**src/mnr_pkg.sv**
```systemverilog
// shared types and constants for the midi note remapper
package mnr_pkg;

  localparam int BYTE_W = 8;
  localparam int NOTE_W = 7;
  localparam int CHAN_W = 4;
  localparam int VEL_W  = 7;
  localparam int ACT_W  = 2;

  localparam logic [BYTE_W-1:0] STATUS_NOTE_ON  = 8'h90;
  localparam logic [BYTE_W-1:0] STATUS_NOTE_OFF = 8'h80;

  // stored map entry payload: channel above note
  localparam int ENTRY_W = CHAN_W + NOTE_W;

  typedef enum logic [ACT_W-1:0] {
    ACT_BYTE  = 2'd0,
    ACT_SET   = 2'd1,
    ACT_CLEAR = 2'd2
  } action_t;

  // map lookup raised by the byte window
  typedef struct packed {
    logic              req;
    logic              is_on;
    logic [NOTE_W-1:0] note;
    logic [VEL_W-1:0]  velocity;
  } lookup_t;

endpackage

```
**src/midi_note_remapper.sv**
```systemverilog
// top level of the midi note remapper: window, note map and result path
//
//  channel | dir | tdata fields (low bit up)                          | tuser
//  in_     | in  | rx_byte[7:0] map_index[14:8] map_channel[18:15]    | action[1:0]
//          |     | map_note[25:19], zero pad [31:26]                  |
//  out_    | out | channel[3:0] note[10:4] velocity[17:11]            | is_note_on[0]
//          |     | zero pad [23:18]                                   |
//
// one word is taken per cycle while in_tready is high; a result passes through the lookup
// stage, which holds the registered read of the map ram, and then the output register
// in_tready drops only while the lookup stage and the output register both hold a word
// reset clears the window, the fill count and the MAP_ENTRIES map valid flops (128 by default);
// the map ram itself is not cleared, its entries are gated by the valid flops
module midi_note_remapper #(
  parameter int MAP_ENTRIES = 128
) (
  input  logic        clk,
  input  logic        rst_n,
  input  logic        in_tvalid,
  output logic        in_tready,
  input  logic [31:0] in_tdata,   // rx_byte, map_index, map_channel, map_note
  input  logic [1:0]  in_tuser,   // action
  output logic        out_tvalid,
  input  logic        out_tready,
  output logic [23:0] out_tdata,  // channel, note, velocity
  output logic [0:0]  out_tuser   // is_note_on
);

  localparam int IDX_W = $clog2(MAP_ENTRIES);

  // input unpacking
  logic                        in_acc;
  mnr_pkg::action_t            action;
  logic [mnr_pkg::BYTE_W-1:0]  rx_byte;
  logic [mnr_pkg::NOTE_W-1:0]  map_index;
  logic [mnr_pkg::CHAN_W-1:0]  map_channel;
  logic [mnr_pkg::NOTE_W-1:0]  map_note;

  assign in_acc      = in_tvalid && in_tready;
  assign action      = mnr_pkg::action_t'(in_tuser);
  assign rx_byte     = in_tdata[7:0];
  assign map_index   = in_tdata[14:8];
  assign map_channel = in_tdata[18:15];
  assign map_note    = in_tdata[25:19];

  // decode the accepted word
  logic byte_en, set_en, clr_en;

  always_comb begin
    byte_en = 1'b0;
    set_en  = 1'b0;
    clr_en  = 1'b0;
    case (action)
      mnr_pkg::ACT_BYTE:  byte_en = in_acc;
      mnr_pkg::ACT_SET:   set_en  = in_acc;
      mnr_pkg::ACT_CLEAR: clr_en  = in_acc;
      default: ; // unused action is dropped
    endcase
  end

  // receive window
  mnr_pkg::lookup_t lookup;

  mnr_window u_window (
    .clk     (clk),
    .rst_n   (rst_n),
    .byte_en (byte_en),
    .rx_byte (rx_byte),
    .lookup  (lookup)
  );

  // note map: payload in ram, valid flags in flops so reset is immediate
  logic [IDX_W-1:0]            wr_idx, rd_idx;
  logic [mnr_pkg::ENTRY_W-1:0] map_rdata;
  logic [MAP_ENTRIES-1:0]      map_valid_r, map_valid_nxt;

  assign wr_idx = map_index[IDX_W-1:0];
  assign rd_idx = lookup.note[IDX_W-1:0];

  mnr_ram #(
    .WIDTH (mnr_pkg::ENTRY_W),
    .DEPTH (MAP_ENTRIES)
  ) u_map_ram (
    .clk   (clk),
    .we    (set_en),
    .waddr (wr_idx),
    .wdata ({map_channel, map_note}),
    .re    (lookup.req),
    .raddr (rd_idx),
    .rdata (map_rdata)
  );

  always_comb begin
    map_valid_nxt = map_valid_r;
    if (set_en) begin
      map_valid_nxt[wr_idx] = 1'b1;
    end else if (clr_en) begin
      map_valid_nxt[wr_idx] = 1'b0;
    end
  end

  // lookup stage, waits on the ram read; accesses are in word order so no
  // forwarding is needed between a map write and a later read
  logic                       s1_v_r, s1_v_nxt;
  logic                       s1_hit_r, s1_on_r;
  logic [mnr_pkg::VEL_W-1:0]  s1_vel_r;
  logic                       s1_move;

  // output register
  logic                       out_v_r, out_v_nxt;
  logic                       out_on_r;
  logic [mnr_pkg::CHAN_W-1:0] out_chan_r;
  logic [mnr_pkg::NOTE_W-1:0] out_key_r;
  logic [mnr_pkg::VEL_W-1:0]  out_vel_r;

  assign s1_move   = s1_v_r && (!out_v_r || out_tready);
  assign in_tready = !(s1_v_r && out_v_r);

  always_comb begin
    s1_v_nxt = s1_v_r;
    if (lookup.req) begin
      s1_v_nxt = 1'b1;
    end else if (s1_move) begin
      s1_v_nxt = 1'b0;
    end
  end

  always_comb begin
    out_v_nxt = out_v_r;
    if (s1_move) begin
      out_v_nxt = s1_hit_r;  // unmapped notes are dropped here
    end else if (out_tready) begin
      out_v_nxt = 1'b0;
    end
  end

  always_ff @(posedge clk) begin
    if (!rst_n) begin
      map_valid_r <= '0;
      s1_v_r      <= 1'b0;
      out_v_r     <= 1'b0;
    end else begin
      map_valid_r <= map_valid_nxt;
      s1_v_r      <= s1_v_nxt;
      out_v_r     <= out_v_nxt;
    end
  end

  always_ff @(posedge clk) begin
    if (lookup.req) begin
      s1_hit_r <= map_valid_r[rd_idx];
      s1_on_r  <= lookup.is_on;
      s1_vel_r <= lookup.velocity;
    end
    if (s1_move) begin
      out_on_r   <= s1_on_r;
      out_chan_r <= map_rdata[mnr_pkg::ENTRY_W-1:mnr_pkg::NOTE_W];
      out_key_r  <= map_rdata[mnr_pkg::NOTE_W-1:0];
      out_vel_r  <= s1_vel_r;
    end
  end

  assign out_tvalid = out_v_r;
  assign out_tdata  = {6'd0, out_vel_r, out_key_r, out_chan_r};
  assign out_tuser  = out_on_r;

endmodule

```
**src/mnr_ram.sv**
```systemverilog
// generic single-write, single-read ram with registered read data
module mnr_ram #(
  parameter int WIDTH = 11,
  parameter int DEPTH = 128
) (
  input  logic                     clk,
  input  logic                     we,
  input  logic [$clog2(DEPTH)-1:0] waddr,
  input  logic [WIDTH-1:0]         wdata,
  input  logic                     re,
  input  logic [$clog2(DEPTH)-1:0] raddr,
  output logic [WIDTH-1:0]         rdata
);

  logic [WIDTH-1:0] mem [DEPTH];
  logic [WIDTH-1:0] rdata_r;

  always_ff @(posedge clk) begin
    if (we) begin
      mem[waddr] <= wdata;
    end
    if (re) begin
      rdata_r <= mem[raddr];
    end
  end

  assign rdata = rdata_r;

endmodule

```
**src/mnr_window.sv**
```systemverilog
// three-byte receive window and note message detection
module mnr_window (
  input  logic                         clk,
  input  logic                         rst_n,
  input  logic                         byte_en,
  input  logic [mnr_pkg::BYTE_W-1:0]   rx_byte,
  output mnr_pkg::lookup_t             lookup
);

  logic [mnr_pkg::BYTE_W-1:0] w0_r, w0_nxt;
  logic [mnr_pkg::BYTE_W-1:0] w1_r, w1_nxt;
  logic [1:0]                 fill_r, fill_nxt;
  logic                       full;
  logic                       is_status;

  assign full      = (fill_r == 2'd2);
  assign is_status = (w0_r == mnr_pkg::STATUS_NOTE_ON) || (w0_r == mnr_pkg::STATUS_NOTE_OFF);

  always_comb begin
    w0_nxt   = w0_r;
    w1_nxt   = w1_r;
    fill_nxt = fill_r;
    if (byte_en) begin
      if (!full) begin
        if (fill_r[0]) begin
          w1_nxt = rx_byte;
        end else begin
          w0_nxt = rx_byte;
        end
        fill_nxt = fill_r + 2'd1;
      end else if (is_status) begin
        fill_nxt = 2'd0;
      end else begin
        // not a note message: slide down by one
        w0_nxt = w1_r;
        w1_nxt = rx_byte;
      end
    end
  end

  always_ff @(posedge clk) begin
    if (!rst_n) begin
      w0_r   <= '0;
      w1_r   <= '0;
      fill_r <= '0;
    end else begin
      w0_r   <= w0_nxt;
      w1_r   <= w1_nxt;
      fill_r <= fill_nxt;
    end
  end

  assign lookup.req      = byte_en && full && is_status;
  assign lookup.is_on    = (w0_r == mnr_pkg::STATUS_NOTE_ON);
  assign lookup.note     = w1_r[mnr_pkg::NOTE_W-1:0];
  assign lookup.velocity = rx_byte[mnr_pkg::VEL_W-1:0];

endmodule

```
**config.mk**
```make
export PLATFORM = sky130hd
export DESIGN_NAME = midi_note_remapper
export DESIGN_NICKNAME = d
export VERILOG_FILES = /design/src/mnr_pkg.sv /design/src/midi_note_remapper.sv /design/src/mnr_ram.sv /design/src/mnr_window.sv
export SDC_FILE = /design/constraint.sdc
export NUM_CORES = 2
export LEC_CHECK = 0
export ABC_AREA = 1
export BUFFER_PORTS_ARGS = -buffer_cell sky130_fd_sc_hd__buf_2
export CORE_MARGIN = 2
export CORE_UTILIZATION = 30
export CTS_BUF_LIST = sky130_fd_sc_hd__clkbuf_16
export DETAILED_ROUTE_END_ITERATION = 8
export PLACE_DENSITY_LB_ADDON = 0.15
export SYNTH_ARGS = -nofsm -noshare
export SYNTH_HDL_FRONTEND = slang
export SYNTH_HIERARCHICAL = 1
export SYNTH_SLANG_ARGS = --single-unit
export TNS_END_PERCENT = 10
```
**constraint.sdc**
```tcl
create_clock -name clk -period 2.5 [get_ports clk]
set_clock_uncertainty 0.2 [all_clocks]
set_input_delay 0.25 -clock clk [delete_from_list [all_inputs] [get_ports clk]]
set_output_delay 0.25 -clock clk [all_outputs]
set_load 0.05 [all_outputs]
```
==> summary.md <==
| Metric | Value |
|---|---|
| Routability cong. | `0.8369` |
| Filler instances | `21.24k` |
| Final Critical Period | `2.539 ns` |
| Worst path slowest cell | `dfxtp_4` |
| Fmax | `393.9 MHz` |
| Worst-margin pin slew | `1.175 ns` |
| Die area | `0.2227 sq mm` |
| DIE WIDTH | `471.9 um` |
| Violated checks | `negative setup slack` |
| Critical Path RT | `2.89 ns` |
| Area grow syn2layout | `20.92%` |
| Avg Inst Size Synth | `10.96 sq um` |
| Top area cells in the synthesized netlist | `edfxtp_1 66%, nand3_1 11%, nand2_1 11%, dfxtp_1 4.5%, nor2_1 1.7%` |
| CTS tree | `done` |
| R2R Path End | `u_map_ram/rdata[4]` |
| Starting Density | `30.22%` |
| Total GRT Usage | `18.71%` |
| Vias in the first global route | `44.27k` |
| Num Clock Sinks | `1595` |
| Root Buffer | `clkbuf_16` |
| First-pass GRT wire length | `308900 um` |
| CP max FO | `17` |
| Critical path capture point | `u_map_ram/rdata[4]` |
| RSZ-0062 raised after global routing | `true` |
| Max-cap viol count | `0` |
| Mapped Cells | `5992` |
| Worst-case reg-to-reg path depth | `14` |
| # rows | `171` |
| Final-report hold violation count | `0` |
| Largest vdd supply drop | `0.8103 mV` |
| Synth Flop Type | `edfxtp_1` |
| Commonest cells post-synth | `1859 x nand2_1, 1447 x edfxtp_1, 1419 x nand3_1` |
| Seq/Total Area, Yosys | `70.66%` |
| Leak | `0.02839 uW` |
| Routed WL per cell | `22.76 um` |
| Final instance area | `0.07943 sq mm` |
| Worst Setup End Kind | `flop` |
| Hold Path Class | `in -> reg` |
| Vias | `45.40k` |
| Remaining antenna violation count after routing | `0` |
| Synth area leader | `edfxtp_1` |
| DRT iter0 DRCs | `3938` |
| Worst setup path start | `u_window/w1_r[0]` |
| TritonCTS Buffers | `176` |
| Share of cells above drive strength 1 | `14.63%` |
| Final Cycle Share | `101.5%` |
| IO buf count | `52` |
| TNS Setup | `-0.1136 ns` |
| Initial antenna violation count | `8` |
| Slew Limit Fails | `0` |
| Worst Path Buf+Inv | `4` |
| Tot Pwr | `55910 uW` |
| DP HPWL | `127200 um` |
| Die Height | `471.9 um` |
| Reg2reg start | `u_window/w1_r[0]` |
| Peak per-stage delay on the critical path | `0.46 ns` |
| Htree depth | `4` |
| Crit start category | `flop` |
| PnR worst setup slack | `-0.03860 ns` |
| Worst skew pair latency | `0.83 ns` |
| Io pins | `65` |
| Pwr per Cell Area | `703.9 mW/mm^2` |
| Core footprint | `0.2174 sq mm` |
| Final setup vio count | `7` |
| R2R setup slack | `-0.04 ns` |
| Synth top area share | `66.15%` |
| Gr ovfl total | `0` |
| Crit path max-delay family | `simple AND/OR/NAND/NOR gates` |
| Fin Hold WS | `0.1140 ns` |
| Most used cell, CP | `nand2_1` |
| CTS clk-pin slew, worst paths | `0.06 ns` |
| Leading cell type by number of instances after synthesis | `nand2_1` |
| Final wirelength | `211500 um` |
| Synth Register Bits | `1595` |
| Crit-path cells | `inv_16 > buf_16 > buf_16 > buf_4 > nand2_1 > nand3_1 > nand3_1 > nand3_2 > nand2_4 > nand2_1 > nand3_1 > nand2_1 > nand2_2 > nand2_1` |
| Placed insts | `8910` |
| Slew margin rel. | `21.68%` |
| Router iterations before antenna repair | `6` |
| Drt drc | `0` |
| Post-synth EDFFs | `1447` |
| Status | `finished with violations` |
| Post-route insts no fill | `9290` |
| Deepest clock path buffer count | `3` |
| Vias per inst | `4.887` |
| Crit path kind | `reg -> reg` |
| Mapped Area | `0.06569 sq mm` |
| Critical Path AT | `2.93 ns` |
| CP Depth | `14` |
| Yosys warning count | `6` |
| Nets | `6336` |
| Async SR Flop Fraction | `0%` |
| Placed instance area | `0.07250 sq mm` |
| Largest net degree at the start of global routing | `125` |
| Number of distinct library cells after synthesis | `30` |
## area by class of cell
| type | count | area, sq um | area share [%] |
|---|---|---|---|
| Multi-Input combinational cell | 3898 | 17640 | 22.21 |
| Sequential cell | 1595 | 46430 | 58.46 |
| Clock buffer | 178 | 4454 | 5.608 |
| Timing Repair inverter | 1 | 8.758 | 0.01103 |
| Clock inverter | 135 | 993.5 | 1.251 |
| Tap cell | 2854 | 3571 | 4.496 |
| Timing Repair Buffer | 524 | 5897 | 7.424 |
| Inverter | 102 | 422.9 | 0.5324 |
| Antenna cell | 3 | 7.507 | 0.009451 |
## flip-flops by register name, indices dropped and copies added, names as in the netlist, named ones only
name / flops
u_window/fill_r: 2
out_vel_r: 7
s1_v_r: 1
out_key_r: 7
out_chan_r: 4
s1_hit_r: 1
s1_on_r: 1
u_map_ram/rdata: 11
s1_vel_r: 7
out_tuser: 1
out_tvalid: 1
u_window/w0_r: 8
u_map_ram/mem: 1408
u_window/w1_r: 8
## what timing repair did
item | in CTS | in global routing
endpoints found under the setup margin | 12 | 14
resized for setup | 70 | 74
hold endpoints to repair | 1624 | 0
cloned | 8 | 5
pin swaps | 7 | 13
buffers inserted | 8 | 2
hold buffers | 44 | 0
## where the power goes
group / total, uW / internal, uW / switching, uW
combinational: 2140 / 578 / 1560
sequential: 29100 / 29100 / 19.0
clock: 24700 / 13800 / 10800
## layer usage
layer	vias up	global-route usage [%]	part of all wire, %	wire length (um)
li1	21550	-	-	-
met1	22550	26.36	46	96870
met2	1050	30.46	48	100600
met3	255	2.343	4.5	9600
met4	0	4.817	2.1	4422
met5	-	0	0	0
## worst min-delay path by stage
| stage | cells past startpoint | start | slack, ns | end |
|---|---|---|---|---|
| 5_1_grt | 6 | in_tdata[4] | 0.12 | u_window/w1_r[4] |
| 3_3_place_gp | 0 | s1_vel_r[0] | 0.20 | out_vel_r[0] |
| 2_1_floorplan | 0 | in_tdata[19] | 0.15 | u_map_ram/mem[0][0] |
| 4_1_cts | 6 | in_tdata[2] | 0.06 | u_window/w1_r[2] |
| 6_report | 6 | in_tdata[2] | 0.11 | u_window/w1_r[2] |
| 3_5_place_dp | 0 | s1_vel_r[0] | 0.20 | out_vel_r[0] |
## kinds of logic (layout without fill, tap and decap cells)
group / after synthesis / in the layout / share of synthesized area, %
buf+inv: 504 / 940 / 3.648
other cells: 1 / 9 / 0.005709
simple gates: 3611 / 3611 / 23.53
compound gates: 281 / 281 / 2.154
flops: 1595 / 1595 / 70.66
## cells in the final DEF, fill, tap and decap left out, types with 3 or more instances in the layout
| cell | netlist | final |
|---|---|---|
| buf_2 | 195 | 40 |
| conb_1 | 1 | 6 |
| dfxtp_2 | 0 | 3 |
| inv_16 | 0 | 3 |
| nor3_1 | 10 | 10 |
| inv_2 | 7 | 4 |
| nand3_2 | 0 | 46 |
| a21oi_1 | 148 | 148 |
| nor2_2 | 6 | 81 |
| nand3_1 | 1419 | 1373 |
| dlygate4sd3_1 | 0 | 44 |
| dfxtp_4 | 0 | 4 |
| nor2_4 | 0 | 21 |
| o21ai_1 | 72 | 72 |
| edfxtp_1 | 1447 | 1447 |
| bufinv_16 | 0 | 9 |
| clkinv_8 | 0 | 3 |
| nand2_4 | 9 | 13 |
| nor2_1 | 302 | 206 |
| diode_2 | 0 | 3 |
| o21ai_0 | 57 | 57 |
| clkinv_16 | 0 | 5 |
| bufbuf_16 | 0 | 7 |
| buf_8 | 0 | 3 |
| inv_1 | 92 | 139 |
| buf_16 | 0 | 18 |
| buf_12 | 0 | 97 |
| inv_6 | 1 | 6 |
| clkbuf_16 | 0 | 183 |
| clkinv_1 | 2 | 42 |
| nand2_2 | 2 | 54 |
| buf_4 | 46 | 285 |
| dfxtp_1 | 148 | 141 |
| clkinv_2 | 0 | 25 |
| buf_6 | 11 | 25 |
| nand2_1 | 1859 | 1803 |
## worst reg2reg max path: cells and delay by family (launching register included)
kind / cells / cell delay, ns
buffers and inverters: 4 / 0.67
flip-flops: 1 / 0.46
AND/OR/NAND/NOR: 10 / 0.97
## metrics by stage
stage / util [%] / setup WS (ns)
after floorplan: - / -0.06737
after global placement: 33.35 / -0.2534
after detailed placement: 33.35 / -0.2674
after CTS: 36.33 / -0.02793
after global routing: 36.54 / -0.1328
final: 36.54 / -0.03860
No activity file was read; power rests on OpenSTA's default activity.
